### src/rtl/damxb_pkg.sv
// ============================================================================
// damxb_pkg
// Shared types, constants and helpers of the xor-bank DRAM address map.
// ============================================================================
package damxb_pkg;

    localparam int FIELD_BITS      = 40;
    localparam int BANK_BITS       = 5;
    localparam int HASH_SLOTS      = 5;
    localparam int ADDR_BITS       = 40;
    localparam int MAX_BANK_HASHES = 5;
    localparam int COUNT_BITS      = 3;
    localparam int SHIFT_BITS      = $clog2(FIELD_BITS);
    localparam int REG_COUNT       = 8;
    localparam int DATA_BITS       = 64;
    localparam int PADDR_BITS      = $clog2(REG_COUNT * 8);

    localparam int WRAP_BITS = (ADDR_BITS < FIELD_BITS) ? ADDR_BITS : FIELD_BITS;
    localparam int USE_LIMIT = (MAX_BANK_HASHES < HASH_SLOTS) ? MAX_BANK_HASHES : HASH_SLOTS;
    localparam logic [FIELD_BITS-1:0] ADDR_MASK =
        {FIELD_BITS{1'b1}} >> (FIELD_BITS - WRAP_BITS);

    typedef enum logic [2:0] {
        REG_ROW_BITS    = 3'd0,
        REG_COL_MASK    = 3'd1,
        REG_HASH_COUNT  = 3'd2,
        REG_HASH_MASK_0 = 3'd3,
        REG_HASH_MASK_1 = 3'd4,
        REG_HASH_MASK_2 = 3'd5,
        REG_HASH_MASK_3 = 3'd6,
        REG_HASH_MASK_4 = 3'd7
    } reg_idx_t;

    typedef enum logic {
        CMD_TO_DRAM = 1'b0,
        CMD_TO_PHYS = 1'b1
    } cmd_t;

    typedef struct packed {
        logic [FIELD_BITS-1:0]                  row_bits;
        logic [FIELD_BITS-1:0]                  col_mask;
        logic [SHIFT_BITS-1:0]                  row_shift;
        logic [SHIFT_BITS-1:0]                  col_shift;
        logic [HASH_SLOTS-1:0]                  used;
        logic [HASH_SLOTS-1:0][FIELD_BITS-1:0]  hash_mask;
        logic [HASH_SLOTS-1:0][FIELD_BITS-1:0]  flip;
        logic [HASH_SLOTS-1:0][HASH_SLOTS-1:0]  hit;
    } cfg_t;

    typedef struct packed {
        cmd_t                  cmd;
        logic [FIELD_BITS-1:0] phys;
        logic [BANK_BITS-1:0]  bank;
        logic [FIELD_BITS-1:0] row;
        logic [FIELD_BITS-1:0] col;
    } req_t;

    typedef struct packed {
        cmd_t                  cmd;
        logic [FIELD_BITS-1:0] addr;
        logic [BANK_BITS-1:0]  want;
        logic [FIELD_BITS-1:0] row_out;
        logic [FIELD_BITS-1:0] col_out;
    } addr_t;

    typedef struct packed {
        cmd_t                  cmd;
        logic [FIELD_BITS-1:0] addr;
        logic [BANK_BITS-1:0]  want;
        logic [FIELD_BITS-1:0] row_out;
        logic [FIELD_BITS-1:0] col_out;
        logic [HASH_SLOTS-1:0] par;
    } par_t;

    typedef struct packed {
        logic [FIELD_BITS-1:0] phys;
        logic [BANK_BITS-1:0]  bank;
        logic [FIELD_BITS-1:0] row;
        logic [FIELD_BITS-1:0] col;
    } rsp_t;

    // index of the lowest set bit, zero for an empty mask
    function automatic logic [SHIFT_BITS-1:0] low_bit_index(input logic [FIELD_BITS-1:0] v);
        logic [SHIFT_BITS-1:0] idx;
        idx = '0;
        for (int i = FIELD_BITS - 1; i >= 0; i--)
        begin
            if (v[i])
            begin
                idx = SHIFT_BITS'(i);
            end
        end
        return idx;
    endfunction

    // one-hot of the lowest set bit, zero for an empty mask
    function automatic logic [FIELD_BITS-1:0] lowest_bit(input logic [FIELD_BITS-1:0] v);
        return v & (~v + FIELD_BITS'(1));
    endfunction

endpackage

### src/rtl/dram_address_map_xor_bank.sv
// ============================================================================
// dram_address_map_xor_bank
// Physical address to DRAM bank, row and column and back, with xor bank hashes.
// ============================================================================
//
//  channel   handshake                        payload
//  request   in_valid / in_ready              command, phys_in, bank_in, row_in, column_in
//  result    out_valid / out_ready            phys_out, bank_out, row_out, column_out
//  config    psel, penable, pwrite, pready    paddr, pwdata, prdata
//
//  one request per clock while out_ready does not stall the pipeline; a result passes through every stage register
//  stages: request register, row and column shift, hash parity, fixup and output register
//  derived mask values are registered again from the config registers after a config write
//  reset clears the config registers and the stage valid flags and empties the pipeline
//  a stalled result holds every stage that cannot move; no request is lost or repeated
//
module dram_address_map_xor_bank
    import damxb_pkg::*;
(
    input  logic                  clk,
    input  logic                  rst_n,
    input  logic                  in_valid,
    output logic                  in_ready,
    input  logic                  command,
    input  logic [FIELD_BITS-1:0] phys_in,
    input  logic [BANK_BITS-1:0]  bank_in,
    input  logic [FIELD_BITS-1:0] row_in,
    input  logic [FIELD_BITS-1:0] column_in,
    output logic                  out_valid,
    input  logic                  out_ready,
    output logic [FIELD_BITS-1:0] phys_out,
    output logic [BANK_BITS-1:0]  bank_out,
    output logic [FIELD_BITS-1:0] row_out,
    output logic [FIELD_BITS-1:0] column_out,
    input  logic                  psel,
    input  logic                  penable,
    input  logic                  pwrite,
    input  logic [PADDR_BITS-1:0] paddr,
    input  logic [DATA_BITS-1:0]  pwdata,
    output logic [DATA_BITS-1:0]  prdata,
    output logic                  pready
);

    cfg_t  cfg;
    req_t  req;
    addr_t addr;
    logic  addr_valid;
    logic  addr_ready;
    par_t  par;
    logic  par_valid;
    logic  par_ready;
    rsp_t  rsp;

    assign req.cmd  = cmd_t'(command);
    assign req.phys = phys_in;
    assign req.bank = bank_in;
    assign req.row  = row_in;
    assign req.col  = column_in;

    damxb_cfg u_cfg (
        .clk     (clk),
        .rst_n   (rst_n),
        .psel    (psel),
        .penable (penable),
        .pwrite  (pwrite),
        .paddr   (paddr),
        .pwdata  (pwdata),
        .prdata  (prdata),
        .pready  (pready),
        .cfg     (cfg)
    );

    damxb_shift u_shift (
        .clk       (clk),
        .rst_n     (rst_n),
        .cfg       (cfg),
        .in_valid  (in_valid),
        .in_ready  (in_ready),
        .req       (req),
        .out_valid (addr_valid),
        .out_ready (addr_ready),
        .out       (addr)
    );

    damxb_parity u_parity (
        .clk       (clk),
        .rst_n     (rst_n),
        .cfg       (cfg),
        .in_valid  (addr_valid),
        .in_ready  (addr_ready),
        .in        (addr),
        .out_valid (par_valid),
        .out_ready (par_ready),
        .out       (par)
    );

    damxb_resolve u_resolve (
        .clk       (clk),
        .rst_n     (rst_n),
        .cfg       (cfg),
        .in_valid  (par_valid),
        .in_ready  (par_ready),
        .in        (par),
        .out_valid (out_valid),
        .out_ready (out_ready),
        .out       (rsp)
    );

    assign phys_out   = rsp.phys;
    assign bank_out   = rsp.bank;
    assign row_out    = rsp.row;
    assign column_out = rsp.col;

endmodule

### src/rtl/damxb_cfg.sv
// ============================================================================
// damxb_cfg
// Register file on the APB-style port and the mask values derived from it.
// ============================================================================
module damxb_cfg
    import damxb_pkg::*;
(
    input  logic                  clk,
    input  logic                  rst_n,
    input  logic                  psel,
    input  logic                  penable,
    input  logic                  pwrite,
    input  logic [PADDR_BITS-1:0] paddr,
    input  logic [DATA_BITS-1:0]  pwdata,
    output logic [DATA_BITS-1:0]  prdata,
    output logic                  pready,
    output cfg_t                  cfg
);

    logic [FIELD_BITS-1:0]                 row_bits_reg, row_bits_next;
    logic [FIELD_BITS-1:0]                 col_mask_reg, col_mask_next;
    logic [COUNT_BITS-1:0]                 count_reg, count_next;
    logic [HASH_SLOTS-1:0][FIELD_BITS-1:0] hash_mask_reg, hash_mask_next;
    cfg_t                                  cfg_reg, cfg_next;
    logic                                  wr;
    reg_idx_t                              idx;
    logic [COUNT_BITS-1:0]                 count_sat;
    logic [HASH_SLOTS-1:0][FIELD_BITS-1:0] free_bits;

    assign wr     = psel & penable & pwrite;
    assign idx    = reg_idx_t'(paddr[PADDR_BITS-1:3]);
    assign pready = 1'b1;

    always_comb
    begin
        row_bits_next  = row_bits_reg;
        col_mask_next  = col_mask_reg;
        count_next     = count_reg;
        hash_mask_next = hash_mask_reg;
        if (wr)
        begin
            case (idx)
                REG_ROW_BITS:    row_bits_next     = pwdata[FIELD_BITS-1:0];
                REG_COL_MASK:    col_mask_next     = pwdata[FIELD_BITS-1:0];
                REG_HASH_COUNT:  count_next        = pwdata[COUNT_BITS-1:0];
                REG_HASH_MASK_0: hash_mask_next[0] = pwdata[FIELD_BITS-1:0];
                REG_HASH_MASK_1: hash_mask_next[1] = pwdata[FIELD_BITS-1:0];
                REG_HASH_MASK_2: hash_mask_next[2] = pwdata[FIELD_BITS-1:0];
                REG_HASH_MASK_3: hash_mask_next[3] = pwdata[FIELD_BITS-1:0];
                REG_HASH_MASK_4: hash_mask_next[4] = pwdata[FIELD_BITS-1:0];
                default: ;
            endcase
        end
    end

    always_comb
    begin
        case (idx)
            REG_ROW_BITS:    prdata = DATA_BITS'(row_bits_reg);
            REG_COL_MASK:    prdata = DATA_BITS'(col_mask_reg);
            REG_HASH_COUNT:  prdata = DATA_BITS'(count_reg);
            REG_HASH_MASK_0: prdata = DATA_BITS'(hash_mask_reg[0]);
            REG_HASH_MASK_1: prdata = DATA_BITS'(hash_mask_reg[1]);
            REG_HASH_MASK_2: prdata = DATA_BITS'(hash_mask_reg[2]);
            REG_HASH_MASK_3: prdata = DATA_BITS'(hash_mask_reg[3]);
            REG_HASH_MASK_4: prdata = DATA_BITS'(hash_mask_reg[4]);
            default:         prdata = '0;
        endcase
    end

    // derived values, registered from the written config registers
    assign count_sat = (count_reg > COUNT_BITS'(USE_LIMIT)) ? COUNT_BITS'(USE_LIMIT) : count_reg;

    always_comb
    begin
        cfg_next           = '0;
        cfg_next.row_bits  = row_bits_reg;
        cfg_next.col_mask  = col_mask_reg;
        cfg_next.row_shift = low_bit_index(row_bits_reg);
        cfg_next.col_shift = low_bit_index(col_mask_reg);
        cfg_next.hash_mask = hash_mask_reg;
        for (int k = 0; k < HASH_SLOTS; k++)
        begin
            cfg_next.used[k] = (k < int'(count_sat));
            free_bits[k]     = hash_mask_reg[k] & ~row_bits_reg & ~col_mask_reg;
            cfg_next.flip[k] = lowest_bit(free_bits[k]);
        end
        for (int k = 0; k < HASH_SLOTS; k++)
        begin
            for (int j = 0; j < HASH_SLOTS; j++)
            begin
                cfg_next.hit[k][j] = |(cfg_next.flip[k] & hash_mask_reg[j]);
            end
        end
    end

    always_ff @(posedge clk or negedge rst_n)
    begin
        if (!rst_n)
        begin
            row_bits_reg  <= '0;
            col_mask_reg  <= '0;
            count_reg     <= '0;
            hash_mask_reg <= '0;
            cfg_reg       <= '0;
        end
        else
        begin
            row_bits_reg  <= row_bits_next;
            col_mask_reg  <= col_mask_next;
            count_reg     <= count_next;
            hash_mask_reg <= hash_mask_next;
            cfg_reg       <= cfg_next;
        end
    end

    assign cfg = cfg_reg;

    // hashes in use form a prefix and follow the saturated count
    a_used_prefix: assert property (@(posedge clk) disable iff (!rst_n)
        (cfg_reg.used & (cfg_reg.used + 1'b1)) == '0)
        else $error("hash enables not a prefix");

    a_used_count: assert property (@(posedge clk) disable iff (!rst_n)
        1'b1 |=> $countones(cfg_reg.used) == int'($past(count_sat)))
        else $error("hash enables disagree with count");

    generate
        for (genvar g = 0; g < HASH_SLOTS; g++)
        begin : g_flip_chk
            a_flip_free: assert property (@(posedge clk) disable iff (!rst_n)
                1'b1 |=> $onehot0(cfg_reg.flip[g]) &&
                    ((cfg_reg.flip[g] & $past(row_bits_reg | col_mask_reg)) == '0))
                else $error("flip bit not a single free bit");
        end
    endgenerate

endmodule

### src/rtl/damxb_shift.sv
// ============================================================================
// damxb_shift
// Request register and the stage that shifts row and column into place.
// ============================================================================
module damxb_shift
    import damxb_pkg::*;
(
    input  logic  clk,
    input  logic  rst_n,
    input  cfg_t  cfg,
    input  logic  in_valid,
    output logic  in_ready,
    input  req_t  req,
    output logic  out_valid,
    input  logic  out_ready,
    output addr_t out
);

    logic  req_v_reg;
    req_t  req_reg, req_next;
    logic  addr_v_reg;
    addr_t addr_reg, addr_next;
    logic  addr_ready;

    assign addr_ready = !addr_v_reg || out_ready;
    assign in_ready   = !req_v_reg || addr_ready;
    assign req_next   = req;

    always_comb
    begin
        addr_next      = '0;
        addr_next.cmd  = req_reg.cmd;
        addr_next.want = req_reg.bank;
        if (req_reg.cmd == CMD_TO_DRAM)
        begin
            addr_next.addr    = req_reg.phys;
            addr_next.row_out = (req_reg.phys >> cfg.row_shift) & ADDR_MASK;
            addr_next.col_out = req_reg.phys & cfg.col_mask & ADDR_MASK;
        end
        else
        begin
            addr_next.addr = (req_reg.row << cfg.row_shift) | (req_reg.col << cfg.col_shift);
        end
    end

    always_ff @(posedge clk or negedge rst_n)
    begin
        if (!rst_n)
        begin
            req_v_reg  <= 1'b0;
            addr_v_reg <= 1'b0;
        end
        else
        begin
            if (in_ready)
            begin
                req_v_reg <= in_valid;
            end
            if (addr_ready)
            begin
                addr_v_reg <= req_v_reg;
            end
        end
    end

    always_ff @(posedge clk)
    begin
        if (in_ready && in_valid)
        begin
            req_reg <= req_next;
        end
        if (addr_ready && req_v_reg)
        begin
            addr_reg <= addr_next;
        end
    end

    assign out_valid = addr_v_reg;
    assign out       = addr_reg;

endmodule

### src/rtl/damxb_parity.sv
// ============================================================================
// damxb_parity
// Parity of the working address under each bank hash mask.
// ============================================================================
module damxb_parity
    import damxb_pkg::*;
(
    input  logic  clk,
    input  logic  rst_n,
    input  cfg_t  cfg,
    input  logic  in_valid,
    output logic  in_ready,
    input  addr_t in,
    output logic  out_valid,
    input  logic  out_ready,
    output par_t  out
);

    logic par_v_reg;
    par_t par_reg, par_next;

    assign in_ready = !par_v_reg || out_ready;

    always_comb
    begin
        par_next.cmd     = in.cmd;
        par_next.addr    = in.addr;
        par_next.want    = in.want;
        par_next.row_out = in.row_out;
        par_next.col_out = in.col_out;
        for (int k = 0; k < HASH_SLOTS; k++)
        begin
            par_next.par[k] = ^(in.addr & cfg.hash_mask[k]);
        end
    end

    always_ff @(posedge clk or negedge rst_n)
    begin
        if (!rst_n)
        begin
            par_v_reg <= 1'b0;
        end
        else if (in_ready)
        begin
            par_v_reg <= in_valid;
        end
    end

    always_ff @(posedge clk)
    begin
        if (in_ready && in_valid)
        begin
            par_reg <= par_next;
        end
    end

    assign out_valid = par_v_reg;
    assign out       = par_reg;

endmodule

### src/rtl/damxb_resolve.sv
// ============================================================================
// damxb_resolve
// Bank bits, in-order hash fixups and the output register.
// ============================================================================
module damxb_resolve
    import damxb_pkg::*;
(
    input  logic clk,
    input  logic rst_n,
    input  cfg_t cfg,
    input  logic in_valid,
    output logic in_ready,
    input  par_t in,
    output logic out_valid,
    input  logic out_ready,
    output rsp_t out
);

    logic                  out_v_reg;
    rsp_t                  out_reg, out_next;
    logic [HASH_SLOTS-1:0] corr;
    logic [HASH_SLOTS-1:0] fix;
    logic [FIELD_BITS-1:0] flips;

    assign in_ready = !out_v_reg || out_ready;

    // each flip toggles the parity of every later hash that covers that bit
    always_comb
    begin
        corr  = '0;
        fix   = '0;
        flips = '0;
        for (int i = 0; i < HASH_SLOTS; i++)
        begin
            fix[i] = cfg.used[i] && (in.par[i] ^ in.want[i] ^ corr[i]) && (|cfg.flip[i]);
            if (fix[i])
            begin
                corr  = corr ^ cfg.hit[i];
                flips = flips ^ cfg.flip[i];
            end
        end
    end

    always_comb
    begin
        out_next = '0;
        if (in.cmd == CMD_TO_DRAM)
        begin
            out_next.bank = BANK_BITS'(in.par & cfg.used);
            out_next.row  = in.row_out;
            out_next.col  = in.col_out;
        end
        else
        begin
            out_next.phys = (in.addr ^ flips) & ADDR_MASK;
        end
    end

    always_ff @(posedge clk or negedge rst_n)
    begin
        if (!rst_n)
        begin
            out_v_reg <= 1'b0;
        end
        else if (in_ready)
        begin
            out_v_reg <= in_valid;
        end
    end

    always_ff @(posedge clk)
    begin
        if (in_ready && in_valid)
        begin
            out_reg <= out_next;
        end
    end

    assign out_valid = out_v_reg;
    assign out       = out_reg;

endmodule
### config.mk
export PLATFORM = sky130hd
export DESIGN_NAME = dram_address_map_xor_bank
export DESIGN_NICKNAME = d
export VERILOG_FILES = /design/src/rtl/damxb_pkg.sv /design/src/rtl/dram_address_map_xor_bank.sv /design/src/rtl/damxb_cfg.sv /design/src/rtl/damxb_shift.sv /design/src/rtl/damxb_parity.sv /design/src/rtl/damxb_resolve.sv
export SDC_FILE = /design/constraint.sdc
export NUM_CORES = 2
export LEC_CHECK = 0
export ABC_CLOCK_PERIOD_IN_PS = 3800
export BUFFER_PORTS_ARGS = -buffer_cell sky130_fd_sc_hd__clkbuf_2
export CAP_MARGIN = 10
export CORE_AREA = 2 2 414 416
export DETAILED_ROUTE_END_ITERATION = 8
export DIE_AREA = 0 0 416 418
export PLACE_DENSITY = 0.59
export SYNTH_ARGS = -nofsm -noshare
export SYNTH_HDL_FRONTEND = slang
export SYNTH_HIERARCHICAL = 1
export SYNTH_SLANG_ARGS = --single-unit
### constraint.sdc
create_clock -name clk -period 3.8 [get_ports clk]
set_input_delay 0.76 -clock clk [delete_from_list [all_inputs] [get_ports clk]]
set_output_delay 0.76 -clock clk [all_outputs]
set_load 0.01 [all_outputs]
==> metrics <==
Yosys warning count 6; worst vdd ir 0.000661 V; Die W 416 um; clk slew on worst S/H paths approximately 0.06 ns; worst slew pin tran 1.33 ns; overall die height 418 um; pre-CTS setup slack -0.673 ns; WP data arrival 4.74 ns; pwr/cell area 760 nW/um^2; Max-slew headroom 0.108; leakage power ~32 nW; first-pass GRT wire length between 400,000 and 500,000 um; max cap viols 0; wire per inst roughly 35 um; Remaining Overflow, GRT 0; startpoint types flip-flop; num ports 395; storage element area 34,100 sq um; CTS tree built; via count 52,781; GRT Util Overall 0.347; residual DRC count 0; synthesized cell area 63,400 sq um; multi-input logic area 27,600 sq um; endpoint class of the critical path flip-flop; drt first pass iters 8; Worst Path Required 4.36 ns; share of layout cells above drive strength 1 0.288; fin crit share 1.10; # setup viols final 42; placer congestion estimate 1.07; Hold Path Class in2async; # rows 151; fin crit period between 4 and 5 ns; Clock Latency Late Sink 0.82 ns; max frequency 0.239 GHz; routed wire length just over 300,000 um; post-layout util 0.459; Mean Syn Cell Area around 11 sq um; FILL cells 15,742; vias in the first global route 51,142; H-tree depth 4; Max Buffers Root-to-Sink 3; CTS buffer count 145; number of antenna violations at the first check in global routing 31; Cells after Synth about 5,600; Port Buffer Count 342; CP Max Fanout 7; First DRT Iteration DRCs between 7,000 and 8,000; post-DP HPWL 241,000 um; total power a little under 0.06 W; clock skew after layout between 0.03 and 0.04 ns; crit path kind reg2reg; Final ANT Viol Nets 0; Slew Viols, Final 0; Largest register FFs between 400 and 500; # nets final 6,587; clk sinks 1,262; Die ar. around 170,000 sq um; initial core utilization 0.375; final setup margin -0.379 ns; pin count of the biggest net entering global routing 87; core area around 170,000 sq um; status complete, but fails checks; root buf cell clkbuf_16; hold_ws -0.0112 ns; failing checks negative hold slack, negative setup slack; RSZ-0062 raised after global routing true; Final Hold Fails 3; via-per-instance ratio 6.04; area growth from synthesis to layout 22.3%
## placed cells by master (no fill, tap or decap), drive strengths merged, types with 121 or more instances in the layout
cell and n:
a21oi 215, buf 711, clkbuf 533, dfrtp 754, edfxtp 508, mux2 322
mux2i 132, nand2 718, nor2 405, nor3b 146, o21ai 121, xnor2 232
xor2 123
## final timing paths
kind / startpoint / end / slack [ns] / cells after the start
worst max-delay path: u_cfg/cfg[55]$_DFF_PN0_ / u_resolve/out[101]$_SDFFCE_PN0P_ / -0.38 / 15
worst min-delay path: rst_n / u_cfg/cfg[219]$_DFF_PN0_ / -0.01 / 1
worst max register to register: u_cfg/cfg[55]$_DFF_PN0_ / u_resolve/out[101]$_SDFFCE_PN0P_ / -0.38 / 15
worst min register to register: u_shift/out[13]$_SDFFCE_PP0P_ / u_parity/out[18]$_DFFE_PP_ / 0.40 / 0
max in group asynchronous: rst_n / u_cfg/cfg[302]$_DFF_PN0_ / 2.53 / 2
min in group clk: phys_in[26] / u_shift/req_reg[111]$_DFFE_PP_ / 0.12 / 1
## what timing repair did
| action | 4_1_cts | 5_1_grt |
|---|---|---|
| setup buffers | 4 | 2 |
| hold buffers | 0 | 0 |
| gates cloned | 1 | 5 |
| resized for setup | 26 | 18 |
| endpoints found under the setup margin | 44 | 46 |
| pin swaps | 17 | 14 |
## critical path, cell delays in order, from the launching register on
cell and delay (ns):
dfrtp_1 0.41, nor4_4 0.66, buf_4 0.22, and4_4 0.23
buf_12 0.14, buf_4 0.14, a31oi_2 0.10, xnor2_2 0.17
or4_4 0.44, a211o_4 0.38, a21oi_4 0.18, xnor2_4 0.14
buf_12 0.19, buf_6 0.20, a31oi_1 0.11, o21a_1 0.19
## per-stage QoR
stage          cell area (sq um)  setup TNS [ns]  cells  hold slack (ns)
2_1_floorplan              63500               0   5589            0.349
3_3_place_gp               72100          -27.08   8442            0.387
3_5_place_dp               72100          -25.17   8443            0.405
4_1_cts                    77400          -10.44   8717           0.0360
5_1_grt                    77600          -15.51   8729           0.0307
6_report                   77600          -13.26   8735          -0.0112
## power breakdown
group	total, W	leakage, nW	switching (W)	internal [W]
sequential	0.0193	14.7	0.00248	0.0168
combinational	0.0248	14.9	0.0154	0.00938
clock	0.0149	2.46	0.00629	0.00860
## cell type report
class,instances,area share
sequential,1262,0.440
antenna,11,0.000355
multi-input combinational,3864,0.356
inverter,58,0.00281
clock inverter,78,0.0139
timing repair buffer,1053,0.100
tap,2218,0.0358
clock buffer,191,0.0515
## metal layers
layer  vias up  share of wire  GRT usage
met5         -        0.00025          0
met4        12          0.065      0.198
met3       690          0.095     0.0796
met2      3160           0.44      0.522
met1     26873           0.40      0.461
li1      22046              -          -
(Power assumes the default switching activity.)
